### src/rtl/tccs_pkg.sv
// ----------------------------------------------------------------------------
// tccs_pkg
// Shared types, constants and helpers of the text console with cursor scroll.
// ----------------------------------------------------------------------------
package tccs_pkg;

    localparam int MAX_COLS   = 128;
    localparam int MAX_ROWS   = 64;
    localparam int COL_W      = $clog2(MAX_COLS);
    localparam int ROW_W      = $clog2(MAX_ROWS);
    localparam int DEPTH      = MAX_COLS * MAX_ROWS;
    localparam int ADDR_W     = $clog2(DEPTH);
    localparam int PIX_W      = 13;
    localparam int FIFO_DEPTH = 2;
    localparam int FIFO_PTR_W = $clog2(FIFO_DEPTH);
    localparam int CFG_IDX_W  = 2;
    localparam int CFG_DATA_W = 12;

    localparam logic [7:0] SPACE   = 8'h20;
    localparam logic [7:0] NEWLINE = 8'h0A;

    localparam logic [CFG_IDX_W-1:0] CFG_COLUMNS  = 2'd0;
    localparam logic [CFG_IDX_W-1:0] CFG_ROWS     = 2'd1;
    localparam logic [CFG_IDX_W-1:0] CFG_ORIGIN_X = 2'd2;
    localparam logic [CFG_IDX_W-1:0] CFG_ORIGIN_Y = 2'd3;

    typedef enum logic [1:0] {
        K_READ,
        K_NUL,
        K_NL,
        K_CHAR
    } t_kind;

    typedef enum logic [2:0] {
        S_INIT,
        S_IDLE,
        S_PRE,
        S_WR,
        S_CLR,
        S_RDW,
        S_DONE
    } t_state;

    typedef struct packed {
        t_kind       kind;
        logic [31:0] glyph;
        logic [2:0]  len;
        logic [5:0]  read_row;
        logic [6:0]  read_col;
    } t_entry;

    typedef struct packed {
        logic [COL_W:0] cols;
        logic [ROW_W:0] rows;
        logic [11:0]    origin_x;
        logic [11:0]    origin_y;
    } t_cfg;

    typedef struct packed {
        logic empty;
        logic full;
    } t_q_stat;

    typedef struct packed {
        logic init;
        logic idle;
    } t_be_stat;

    function automatic logic [ROW_W-1:0] phys_row(input logic [ROW_W-1:0] top,
                                                  input logic [ROW_W-1:0] vis);
        logic [ROW_W:0] sum;
        sum = {1'b0, top} + {1'b0, vis};
        if (sum >= (ROW_W+1)'(MAX_ROWS)) begin
            sum = sum - (ROW_W+1)'(MAX_ROWS);
        end
        return sum[ROW_W-1:0];
    endfunction

    function automatic logic [ADDR_W-1:0] cell_addr(input logic [ROW_W-1:0] prow,
                                                    input logic [COL_W-1:0] col);
        return ADDR_W'(prow * MAX_COLS) + ADDR_W'(col);
    endfunction

endpackage

### src/rtl/tccs_fifo.sv
// ----------------------------------------------------------------------------
// tccs_fifo
// Short queue of classified words between the input side and the engine.
// ----------------------------------------------------------------------------
module tccs_fifo (
    input  logic              i_clk,
    input  logic              i_rst_n,
    input  logic              i_push,
    input  tccs_pkg::t_entry  i_entry,
    input  logic              i_pop,
    output tccs_pkg::t_entry  o_entry,
    output tccs_pkg::t_q_stat o_stat
);
    import tccs_pkg::*;

    t_entry                r_slot [FIFO_DEPTH];
    logic [FIFO_PTR_W-1:0] r_wr_ptr;
    logic [FIFO_PTR_W-1:0] r_rd_ptr;
    logic [FIFO_PTR_W:0]   r_count;
    logic [FIFO_PTR_W-1:0] n_wr_ptr;
    logic [FIFO_PTR_W-1:0] n_rd_ptr;
    logic [FIFO_PTR_W:0]   n_count;

    always_comb begin
        n_wr_ptr = r_wr_ptr;
        n_rd_ptr = r_rd_ptr;
        n_count  = r_count;
        if (i_push) begin
            n_wr_ptr = (r_wr_ptr == FIFO_PTR_W'(FIFO_DEPTH - 1)) ? '0 : r_wr_ptr + 1'b1;
        end
        if (i_pop) begin
            n_rd_ptr = (r_rd_ptr == FIFO_PTR_W'(FIFO_DEPTH - 1)) ? '0 : r_rd_ptr + 1'b1;
        end
        if (i_push && !i_pop) begin
            n_count = r_count + 1'b1;
        end else if (i_pop && !i_push) begin
            n_count = r_count - 1'b1;
        end
    end

    always_ff @(posedge i_clk) begin
        if (!i_rst_n) begin
            r_wr_ptr <= '0;
            r_rd_ptr <= '0;
            r_count  <= '0;
        end else begin
            r_wr_ptr <= n_wr_ptr;
            r_rd_ptr <= n_rd_ptr;
            r_count  <= n_count;
        end
    end

    always_ff @(posedge i_clk) begin
        if (i_push) begin
            r_slot[r_wr_ptr] <= i_entry;
        end
    end

    assign o_entry      = r_slot[r_rd_ptr];
    assign o_stat.empty = (r_count == '0);
    assign o_stat.full  = (r_count == (FIFO_PTR_W+1)'(FIFO_DEPTH));

endmodule

### config.mk
export PLATFORM = sky130hd
export DESIGN_NAME = tccs_fifo
export DESIGN_NICKNAME = d
export VERILOG_FILES = /design/src/rtl/tccs_pkg.sv /design/src/rtl/tccs_fifo.sv
export SDC_FILE = /design/constraint.sdc
export NUM_CORES = 1
export LEC_CHECK = 0
export BUFFER_PORTS_ARGS = -buffer_cell sky130_fd_sc_hd__buf_2
export CORE_ASPECT_RATIO = 0.5
export CORE_MARGIN = 4
export CORE_UTILIZATION = 48
export DETAILED_ROUTE_END_ITERATION = 6
export HOLD_SLACK_MARGIN = 0.08
export PLACE_DENSITY = 0.82
export SYNTH_ARGS = -nofsm -noshare
export SYNTH_HDL_FRONTEND = slang
export SYNTH_SLANG_ARGS = --single-unit
### constraint.sdc
create_clock -name i_clk -period 4.7 [get_ports i_clk]
set_input_delay 0.94 -clock i_clk [delete_from_list [all_inputs] [get_ports i_clk]]
set_output_delay 0.94 -clock i_clk [all_outputs]
set_load 0.05 [all_outputs]
==> impl_metrics.tcl <==
set metrics [dict create \
    htreeDepth 3 \
    drtAntennaViolNets 0 \
    io_pins 106 \
    crit_path_max_fanout 50 \
    drt-initial-drc-count 82 \
    worst_pin_slew_ns 1.18 \
    cts.path.max_buffers 2 \
    final_util_pct 63.5 \
    post-route-period-util_pct 65.0 \
    regToRegStartpoint "r_wr_ptr" \
    grt_max_degree 51 \
    dp_cells 386 \
    p_clk_share_pct 34.4 \
    syn_nets 233 \
    critPathCapture "o_entry[19]" \
    routedWlPerCell_um 16.4 \
    switching_power_uw 564 \
    fillers 540 \
    holdBufCountCts 0 \
    dr_total_vias 1919 \
    portBuffers 105 \
    ff2ff_setup_slack_ns 2.93 \
    syn_to_final_growth_pct 25.1 \
    tritoncts "built" \
    die_w_um 134 \
    yosysTopAreaCell "edfxtp_1" \
    nNetsFinal 344 \
    p_seq_share_pct 50.3 \
    cp-end-kind "output pin" \
    synth.area.top_cells "edfxtp_1 79%, mux2_2 14%, dfxtp_1 2.6%" \
    syn-cell-area_sq_um 3810 \
    post_cts_buffers 0 \
    setup-tns-final_ns 0 \
    stdcell_count 402 \
    hpwl_mm 4.54 \
    setup_violations 0 \
    min_period_ns 3.05 \
    rsz0062_at_grt "no" \
    p_total_mw 2.20 \
    initial_core_util_pct 50.8 \
    cts_resized 0 \
    worstSkewPairLatency_ns 0.33 \
    hold_class "reg -> reg" \
    die_h_um 71.0 \
    switching_share_pct 25.6 \
    status "finished clean" \
    relSlewSlack_pct 21.2 \
    drt_first_pass_iters 4 \
    p_leak_nw 1.80 \
    track_usage_pct 14.4 \
    gp_congestion 0.665 \
    synthCells 178 \
    synth.distinct_cells 17 \
    drc 0 \
    grt_pass1_wl_mm 10.4 \
    core_area_sq_um 7510 \
    cts_buffers 9 \
    avgSynthCellArea_sq_um 21.4 \
    fmax_mhz 327 \
    critPathKind "reg -> out" \
    clkSlewWorstSetupHoldPaths_ns 0.06 \
    power.density_nw_per_um2 462 \
    final_common_cell "buf_2" \
    crit_path_start_kind "flop" \
    placementRows 22 \
    die_area_sq_um 9520 \
    seq_area_frac_synth_pct 81.3 \
    antenna_found_initial 0 \
    grt_pass1_vias 2092 \
    insertedDiodeCount 0 \
    via_per_inst 4.77 \
    drt-total-wl_mm 6.60 \
    synth-seq-cells 105 \
    cp_data_arrival_time_ns 2.11 \
    cts-root-buf "clkbuf_16" \
    synth_top_area_share_pct 78.7 \
    combPwrFrac_pct 15.3 \
    r2r-end "r_slot[1][41]" \
    drive_gt1_share_pct 58.2 \
    final_cell_mix "105 x buf_2, 100 x edfxtp_1, 47 x mux2_2, 9 x clkbuf_16, 4 x dfxtp_1" \
    report.final.slew_viol_count 0 \
    cts_sinks 105 \
    gr-total-overflow 0 \
    internal_power_mw 1.64 \
    max-cap-violations 0 \
    reg2regPathDepth 1 \
    required_ns 3.76 \
    clock_skew_ns 0.00549 \
    ir_drop_v 0.000224 \
    ys_warn_count 0 \
    hold_viol 0 \
]
==> flip-flops by register name, indices dropped and copies added (netlist names), named ones only <==
name      count
r_wr_ptr      1
r_slot      100
r_count       2
r_rd_ptr      1
==> final cells by class <==
class,count,area [sq um],share of cell area [%]
Sequential cell,105,3100,65.0
Multi-Input combinational cell,66,687,14.4
Timing Repair Buffer,106,533,11.2
Clock buffer,9,225,4.72
Tap cell,108,135,2.83
Clock inverter,7,85.1,1.78
Inverter,1,3.75,0.0786
==> stage by stage <==
stage	hold WS, ns	cell area [sq um]	setup WS [ns]
detailed placement	0.528	4460	1.97
global route	0.579	4770	1.51
global placement	0.476	4460	1.99
finish	0.535	4770	1.65
floorplan	0.466	3810	1.05
CTS	0.546	4770	1.60
==> cells in the mapped netlist <==
cell and number:
buf_2 6, xnor2_1 1, o21a_1 1, ha_1 1, a21boi_1 1, mux2_2 47
dfxtp_1 5, xor2_1 2, o21ai_0 1, nor2_1 1, mux2_1 3, or3_1 1
nor2b_1 2, edfxtp_1 100, inv_1 1, and2_1 4, and2b_2 1
==> cell families (layout without fill, tap and decap cells) <==
kind of cell / count (synthesis) / after routing / share of synthesized area [%]
compound gates: 3 / 3 / 0.525
xor+xnor: 3 / 3 / 0.689
fa+ha+maj: 1 / 1 / 0.328
buf+inv: 7 / 123 / 0.885
flops: 105 / 105 / 81.3
mux: 50 / 50 / 14.8
simple gates: 9 / 9 / 1.48
==> power by group through the flow <==
stage	Sequential [mW]	Combinational, mW	Clock, mW
2_1_floorplan	1.11	0.269	0
3_3_place_gp	1.13	0.334	0
3_5_place_dp	1.13	0.340	0
4_1_cts	1.11	0.342	0.778
5_1_grt	1.12	0.354	0.813
6_report	1.11	0.337	0.759
==> worst min path at each step <==
stage / start / end / slack (ns) / cells past startpoint
4_1_cts: r_count[1] / r_count[1] / 0.55 / 2
3_5_place_dp: r_count[1] / r_count[1] / 0.53 / 2
2_1_floorplan: r_count[1] / r_count[1] / 0.47 / 2
5_1_grt: r_count[1] / r_count[1] / 0.58 / 2
6_report: r_count[1] / r_count[1] / 0.54 / 2
3_3_place_gp: r_count[1] / r_count[1] / 0.48 / 2
==> layer usage <==
layer / part of all wire (%) / track usage (%) / routed length [um] / up-vias
met4: 0.47 / 5.42 / 31 / 0
met2: 58 / 27.7 / 3820 / 48
met3: 4.7 / 4.47 / 309 / 4
li1: - / - / - / 918
met1: 37 / 14.9 / 2440 / 949
met5: 0 / 0 / 0 / -
==> worst max-delay path: stages, from the launching register on <==
cell,delay (ns)
dfxtp_2,1.11
mux2_2,0.43
buf_2,0.21
(Power assumes the default switching activity.)
