==> src/rtl/tccs_pkg.sv <==
// ----------------------------------------------------------------------------
// tccs_pkg
// Shared types, constants and helpers of the text console with cursor scroll.
// ----------------------------------------------------------------------------
package tccs_pkg;

    localparam int MAX_COLS   = 128;
    localparam int MAX_ROWS   = 64;
    localparam int COL_W      = $clog2(MAX_COLS);
    localparam int ROW_W      = $clog2(MAX_ROWS);
    localparam int DEPTH      = MAX_COLS * MAX_ROWS;
    localparam int ADDR_W     = $clog2(DEPTH);
    localparam int PIX_W      = 13;
    localparam int FIFO_DEPTH = 2;
    localparam int FIFO_PTR_W = $clog2(FIFO_DEPTH);
    localparam int CFG_IDX_W  = 2;
    localparam int CFG_DATA_W = 12;

    localparam logic [7:0] SPACE   = 8'h20;
    localparam logic [7:0] NEWLINE = 8'h0A;

    localparam logic [CFG_IDX_W-1:0] CFG_COLUMNS  = 2'd0;
    localparam logic [CFG_IDX_W-1:0] CFG_ROWS     = 2'd1;
    localparam logic [CFG_IDX_W-1:0] CFG_ORIGIN_X = 2'd2;
    localparam logic [CFG_IDX_W-1:0] CFG_ORIGIN_Y = 2'd3;

    typedef enum logic [1:0] {
        K_READ,
        K_NUL,
        K_NL,
        K_CHAR
    } t_kind;

    typedef enum logic [2:0] {
        S_INIT,
        S_IDLE,
        S_PRE,
        S_WR,
        S_CLR,
        S_RDW,
        S_DONE
    } t_state;

    typedef struct packed {
        t_kind       kind;
        logic [31:0] glyph;
        logic [2:0]  len;
        logic [5:0]  read_row;
        logic [6:0]  read_col;
    } t_entry;

    typedef struct packed {
        logic [COL_W:0] cols;
        logic [ROW_W:0] rows;
        logic [11:0]    origin_x;
        logic [11:0]    origin_y;
    } t_cfg;

    typedef struct packed {
        logic empty;
        logic full;
    } t_q_stat;

    typedef struct packed {
        logic init;
        logic idle;
    } t_be_stat;

    function automatic logic [ROW_W-1:0] phys_row(input logic [ROW_W-1:0] top,
                                                  input logic [ROW_W-1:0] vis);
        logic [ROW_W:0] sum;
        sum = {1'b0, top} + {1'b0, vis};
        if (sum >= (ROW_W+1)'(MAX_ROWS)) begin
            sum = sum - (ROW_W+1)'(MAX_ROWS);
        end
        return sum[ROW_W-1:0];
    endfunction

    function automatic logic [ADDR_W-1:0] cell_addr(input logic [ROW_W-1:0] prow,
                                                    input logic [COL_W-1:0] col);
        return ADDR_W'(prow * MAX_COLS) + ADDR_W'(col);
    endfunction

endpackage

==> src/rtl/tccs_front.sv <==
// ----------------------------------------------------------------------------
// tccs_front
// Input side: sorts each word into read, null, newline or character and
// prepares the clamped length and masked glyph for the queue.
// ----------------------------------------------------------------------------
module tccs_front (
    input  logic             i_in_valid,
    output logic             o_in_stall,
    input  logic             i_op,
    input  logic [31:0]      i_char_bytes,
    input  logic [2:0]       i_char_len,
    input  logic [5:0]       i_read_row,
    input  logic [6:0]       i_read_col,
    input  tccs_pkg::t_q_stat i_q_stat,
    output logic             o_push,
    output tccs_pkg::t_entry o_entry
);
    import tccs_pkg::*;

    logic [7:0]  lead;
    logic [2:0]  len_c;
    logic [31:0] glyph;
    t_kind       kind;

    assign lead = i_char_bytes[7:0];

    always_comb begin
        if (i_char_len == 3'd0) begin
            len_c = 3'd1;
        end else if (i_char_len > 3'd4) begin
            len_c = 3'd4;
        end else begin
            len_c = i_char_len;
        end
    end

    always_comb begin
        unique case (len_c)
            3'd1:    glyph = {24'd0, i_char_bytes[7:0]};
            3'd2:    glyph = {16'd0, i_char_bytes[15:0]};
            3'd3:    glyph = {8'd0, i_char_bytes[23:0]};
            default: glyph = i_char_bytes;
        endcase
    end

    always_comb begin
        priority if (i_op) begin
            kind = K_READ;
        end else if (lead == 8'd0) begin
            kind = K_NUL;
        end else if (lead == NEWLINE) begin
            kind = K_NL;
        end else begin
            kind = K_CHAR;
        end
    end

    assign o_entry.kind     = kind;
    assign o_entry.glyph    = glyph;
    assign o_entry.len      = len_c;
    assign o_entry.read_row = i_read_row;
    assign o_entry.read_col = i_read_col;

    assign o_in_stall = i_q_stat.full;
    assign o_push     = i_in_valid && !i_q_stat.full;

endmodule

==> config.mk <==
export PLATFORM = sky130hd
export DESIGN_NAME = tccs_front
export DESIGN_NICKNAME = d
export VERILOG_FILES = /design/src/rtl/tccs_pkg.sv /design/src/rtl/tccs_front.sv
export SDC_FILE = /design/constraint.sdc
export NUM_CORES = 1
export LEC_CHECK = 0
export BUFFER_PORTS_ARGS = -buffer_cell sky130_fd_sc_hd__buf_2
export CAP_MARGIN = 20
export CORE_MARGIN = 5
export CORE_UTILIZATION = 20
export DETAILED_ROUTE_END_ITERATION = 6
export MAX_ROUTING_LAYER = met4
export PLACE_DENSITY = 0.81
export SYNTH_ARGS = -nofsm -noshare
export SYNTH_HDL_FRONTEND = slang
export SYNTH_SLANG_ARGS = --single-unit
==> constraint.sdc <==
create_clock -name vclk -period 0.8
set_clock_uncertainty 0.2 [all_clocks]
set_input_delay 0.04 -clock vclk [all_inputs]
set_output_delay 0.04 -clock vclk [all_outputs]
set_load 0.005 [all_outputs]
==> impl_metrics.ini, run 1 <==
[sta]
fin_crit_sh = 1.15
fin_hold_ws_ns = -0.120
relSlewSlack = 0.857
report.final.hold_viol_count = 13
min_period_ns = 0.919
worstMarginPinSlew_ns = 0.212
setup_viol = 10
finalMaxSlewViolations = 0
setup_ws_ns = -0.119
rsz0062_at_grt = true
max_freq_mhz = 1090

[run_status]
violations = negative hold slack, negative setup slack
status = finished with violations

[logic_synthesis]
synth_top_family_by_area = simple AND/OR/NAND/NOR gates
synthAdderAreaFrac = 0
synth_compound_area_frac = 0.0728
synth_xor_area_frac = 0
netlist_area_sq_um = 395
syn_area_per_cell_sq_um = 6.70
muxShareOfSynthArea = 0
yosysWarnings = 0
synth_nets = 111
netlist_instances = 59
yosys.area_share.simple = 0.478
ys_seq_area_frac = 0
yosys.cell_types.count = 13

[global_route]
grt_overflow = 0
antenna_found_initial = 0
grt_pass1_wl_mm = 1.84
grt_max_degree = 10
grt_util_met2 = 0.177
met1_usage = 0.0625
busiest_layer = met2
grt.met3_usage = 0.0191
grt_pass1_vias = 485
grtUsageTotal = 0.0825

[layout]
syn2layout_area_growth_pct = 94.3
final_core_util = 0.400
nFlopsAndLatches = 0
nets = 171
antenna_cells = 0
clkbuf_count = 0
regArea_sq_um = 0
layout-drive-gt1-share = 0.752
postLayoutCellArea_sq_um = 768
fillers = 199

[setup_path]
worstPathArrival_ns = 0.68
cp-start-kind = primary input
critPathMaxFanout = 2
criticalPathCategory = in2out
endpoint_kind = output port
crit_path_end = o_entry[48]
required_ns = 0.56
crit_start = i_char_bytes[6]

[power]
power_density_nw_per_um2 = 490
p_comb_frac = 1.000
p_sw_frac = 0.382
p_sw_uw = 144
ir_drop_mv = 0.239
p_leak_uw = 0.000456
seqPwrFrac = 0
clockPowerShare = 0
internal_power_uw = 233

[min_path]
hold_path_class = in2out

[routing]
drc = 0
vias = 575
vias_per_cell = 3.99
totalWireLength_mm = 1.58
first_pass_iters = 2
wl_per_cell_microns = 11.0
drt_iter0_drc = 1
antenna_left = 0

[placed_design]
place_area_sq_um = 671
place_congestion = 0.645
port_buffers = 77

[die]
initial_utilization = 0.206
die_area_sq_um = 2970
core_region_area_sq_um = 1920
pin_count = 104
dieWidth_microns = 54.5
rows = 16
dieHeight_microns = 54.5

[flow_run]
maxCapViolations = 0
==> cell usage after synthesis <==
cell type / instances / area [sq um]
nor2_1: 2 / 7.51
buf_4: 22 / 165
clkbuf_1: 1 / 3.75
and2_1: 8 / 50.1
a21oi_2: 1 / 8.76
a41oi_1: 1 / 8.76
nor4_2: 1 / 12.5
buf_2: 1 / 5.00
a21oi_1: 1 / 5.00
a31oi_1: 1 / 6.26
nor2_2: 1 / 6.26
inv_1: 1 / 3.75
nor2b_1: 18 / 113
==> layout by cell type (no fill, tap or decap), drive strengths merged <==
master	instances
buf	82
a31oi	1
and2	8
nor4	1
nor2b	18
inv	1
a41oi	1
nor2	3
a21oi	2
==> cell families (layout without fill, tap and decap cells) <==
kind of cell,count (synthesis),in the layout
compound gates,4,4
buf+inv,25,83
simple gates,30,30
==> cell type report <==
class | count | area [sq um] | share of cell area
tap | 27 | 33.8 | 0.0440
inverter | 1 | 3.75 | 0.00489
timing repair buffer | 82 | 478 | 0.622
multi-input combinational | 34 | 253 | 0.329
==> worst max-delay path, stage by stage <==
cell	delay (ns)
buf_6	0.10
nor4_4	0.27
a41oi_1	0.12
buf_2	0.14
==> power by group through the flow <==
stage               logic, uW  clock network (uW)  registers, uW
finish                    377                   0              0
global route              415                   0              0
CTS                       350                   0              0
detailed placement        326                   0              0
global placement          322                   0              0
floorplan                 187                   0              0
==> per-layer routing <==
layer / vias to the layer above / share of wire
met4: 0 / 0.025
met5: - / 0
li1: 279 / -
met1: 233 / 0.30
met2: 55 / 0.50
met3: 8 / 0.18
==> worst min path at each step <==
stage	depth (start not counted)	startpoint	to
floorplan	1	i_op	o_entry[49]
global placement	0	i_read_col[1]	o_entry[1]
detailed placement	0	i_read_col[1]	o_entry[1]
CTS	0	i_read_col[1]	o_entry[1]
global route	0	i_read_row[2]	o_entry[9]
finish	0	i_read_row[4]	o_entry[11]
==> what timing repair did <==
action	CTS	global route
pin swaps	3	2
setup endpoints to repair	26	23
gates cloned	0	0
setup buffers	0	1
hold endpoints to repair	13	13
resized for setup	9	11
==> metrics by stage <==
step	std cells	total power (uW)	hold WS (ns)	setup WS, ns	TNS (ns)
2_1_floorplan	59	187	-0.0922	0.0852	0
3_3_place_gp	143	322	-0.120	-0.181	-1.15
3_5_place_dp	143	326	-0.120	-0.188	-1.19
4_1_cts	143	350	-0.120	-0.132	-0.336
5_1_grt	144	415	-0.120	-0.170	-0.844
6_report	144	377	-0.120	-0.119	-0.459
No activity file was read; power rests on OpenSTA's default activity.
==> run 2: changes to the inputs <==
--- a/config.mk
+++ b/config.mk
@@ -7,11 +7,13 @@
 export LEC_CHECK = 0
 export BUFFER_PORTS_ARGS = -buffer_cell sky130_fd_sc_hd__buf_2
 export CAP_MARGIN = 20
+export CELL_PAD_IN_SITES_DETAIL_PLACEMENT = 1
+export CELL_PAD_IN_SITES_GLOBAL_PLACEMENT = 1
 export CORE_MARGIN = 5
-export CORE_UTILIZATION = 20
+export CORE_UTILIZATION = 10
 export DETAILED_ROUTE_END_ITERATION = 6
 export MAX_ROUTING_LAYER = met4
-export PLACE_DENSITY = 0.81
+export PLACE_DENSITY_LB_ADDON = 0.1
 export SYNTH_ARGS = -nofsm -noshare
 export SYNTH_HDL_FRONTEND = slang
 export SYNTH_SLANG_ARGS = --single-unit
==> run 2 against run 1 <==
The run still ends with negative hold slack, negative setup slack left. Via count grew 0.87%. Worst hold slack unchanged. Fmax shrank 1.6%. Combinational power is essentially flat. Count of clock-buffer cells in the layout did not move. Die area increased by 79%. Non-clock buffer count is 2 lower. Critical path depth stayed put. Sequential share of layout area is the same. First-iteration DRC count is 100% lower. Flip-flop and latch count stayed put. Utilization down 19 points. Critical path type unchanged. Largest cell class unchanged.
==> impl_metrics.ini, run 2 (synthesis gave the netlist of run 1 again) <==
[routing]
drc = 0
vias = 580
drt_iter0_drc = 0
first_pass_iters = 1
totalWireLength_mm = 1.74
vias_per_cell = 3.56
wl_per_cell_microns = 10.7
antenna_left = 0

[power]
p_leak_uw = 0.000451
power_uw = 378
ir_drop_mv = 0.134
power_density_nw_per_um2 = 483

[global_route]
antenna_found_initial = 0
grt_max_degree = 10
grtUsageTotal = 0.0528
grt_pass1_vias = 600
grt_overflow = 0
grt_pass1_wl_mm = 2.36

[sta]
min_period_ns = 0.934
worstMarginPinSlew_ns = 0.210
setup_ws_ns = -0.134
fin_crit_sh = 1.17
rsz0062_at_grt = true
finalSetupTns_ns = -0.597
finalMaxSlewViolations = 0
report.final.hold_viol_count = 13
relSlewSlack = 0.859
setup_viol = 10
max_freq_mhz = 1070
fin_hold_ws_ns = -0.120

[die]
dieWidth_microns = 72.9
core_region_area_sq_um = 3740
initial_utilization = 0.106
die_area_sq_um = 5310
rows = 22
pin_count = 104
dieHeight_microns = 72.9

[setup_path]
cp-start-kind = primary input
path_buf_inv = 2
worstPathArrival_ns = 0.69
critPathMaxStageDelay_ns = 0.27
endpoint_kind = output port
criticalPathCategory = in2out
path_cells = buf_6 -> nor4_4 -> a41oi_1 -> buf_2
cpLargestDelayFamily = simple AND/OR/NAND/NOR gates
required_ns = 0.56
critPathMaxFanout = 2
slowest_stage = nor4_4

[min_path]
whs_path_depth = 0
hp-start = i_read_col[0]
hold_path_end = o_entry[0]
hold_path_class = in2out

[placed_design]
port_buffers = 77
place_congestion = 0.778
hpwl_mm = 1.53

[layout]
layout-drive-gt1-share = 0.765
multiInputGateArea_sq_um = 263
nets = 169
final_common_cell = buf_2
layout_common_cells = buf_2 (72), nor2b_1 (15), and2_1 (7), buf_6 (6)
antenna_cells = 0
syn2layout_area_growth_pct = 97.8
regArea_sq_um = 0
nFlopsAndLatches = 0
clkbuf_count = 0
fillers = 485

[run_status]
violations = negative hold slack, negative setup slack
status = finished with violations

[flow_run]
maxCapViolations = 0
run 2: changes by cell type in the layout (fill, tap and decap cells not counted):
| cell | previous run | this run |
|---|---|---|
| and2_1 | 8 | 7 |
| and2_4 | 0 | 1 |
| buf_4 | 2 | 1 |
| buf_8 | 1 | 0 |
| nor2b_1 | 16 | 15 |
| nor2b_4 | 1 | 2 |
run 2: metal layers:
layer / part of all wire / vias to the layer above / global-route usage
met5: 0 / - / -
met4: 0 / 0 / 0.00205
met3: 0.18 / 0 / 0.0152
met2: 0.50 / 58 / 0.110
met1: 0.33 / 248 / 0.0487
li1: - / 274 / -
run 2: how the worst max path moves through the flow:
| stage | end | cells after the start | from |
|---|---|---|---|
| 2_1_floorplan | o_entry[48] | 2 | i_char_bytes[5] |
| 3_3_place_gp | o_entry[48] | 4 | i_char_bytes[5] |
| 3_5_place_dp | o_entry[48] | 4 | i_char_bytes[5] |
| 4_1_cts | o_entry[48] | 4 | i_char_bytes[6] |
| 5_1_grt | o_entry[48] | 4 | i_char_bytes[6] |
| 6_report | o_entry[48] | 4 | i_char_bytes[6] |
run 2: cell type report:
cell class	instances	share of cell area
well taps	48	0.0768
inverters	1	0.00480
repair buffers	80	0.582
multi-input cells	34	0.336
run 2: metrics by stage:
stage	worst slack (ns)	cell area [sq um]	utilization	std cells	hold slack [ns]
6_report	-0.134	782	0.209	163	-0.120
5_1_grt	-0.162	782	0.209	163	-0.120
4_1_cts	-0.136	742	0.198	162	-0.120
3_5_place_dp	-0.184	682	0.182	162	-0.120
3_3_place_gp	-0.194	682	0.182	162	-0.120
2_1_floorplan	0.0852	395	-	59	-0.0922
run 2: timing repair:
action,in CTS,in global routing
buffers inserted,0,1
cloned,0,0
resized for setup,13,8
hold endpoints to repair,13,13
pin swaps,4,1
setup endpoints to repair,27,18
run 2: power by group:
part	internal, uW	switching [uW]	leakage (uW)
clock network	0	0	0
registers	0	0	0
logic	228	150	0.000451
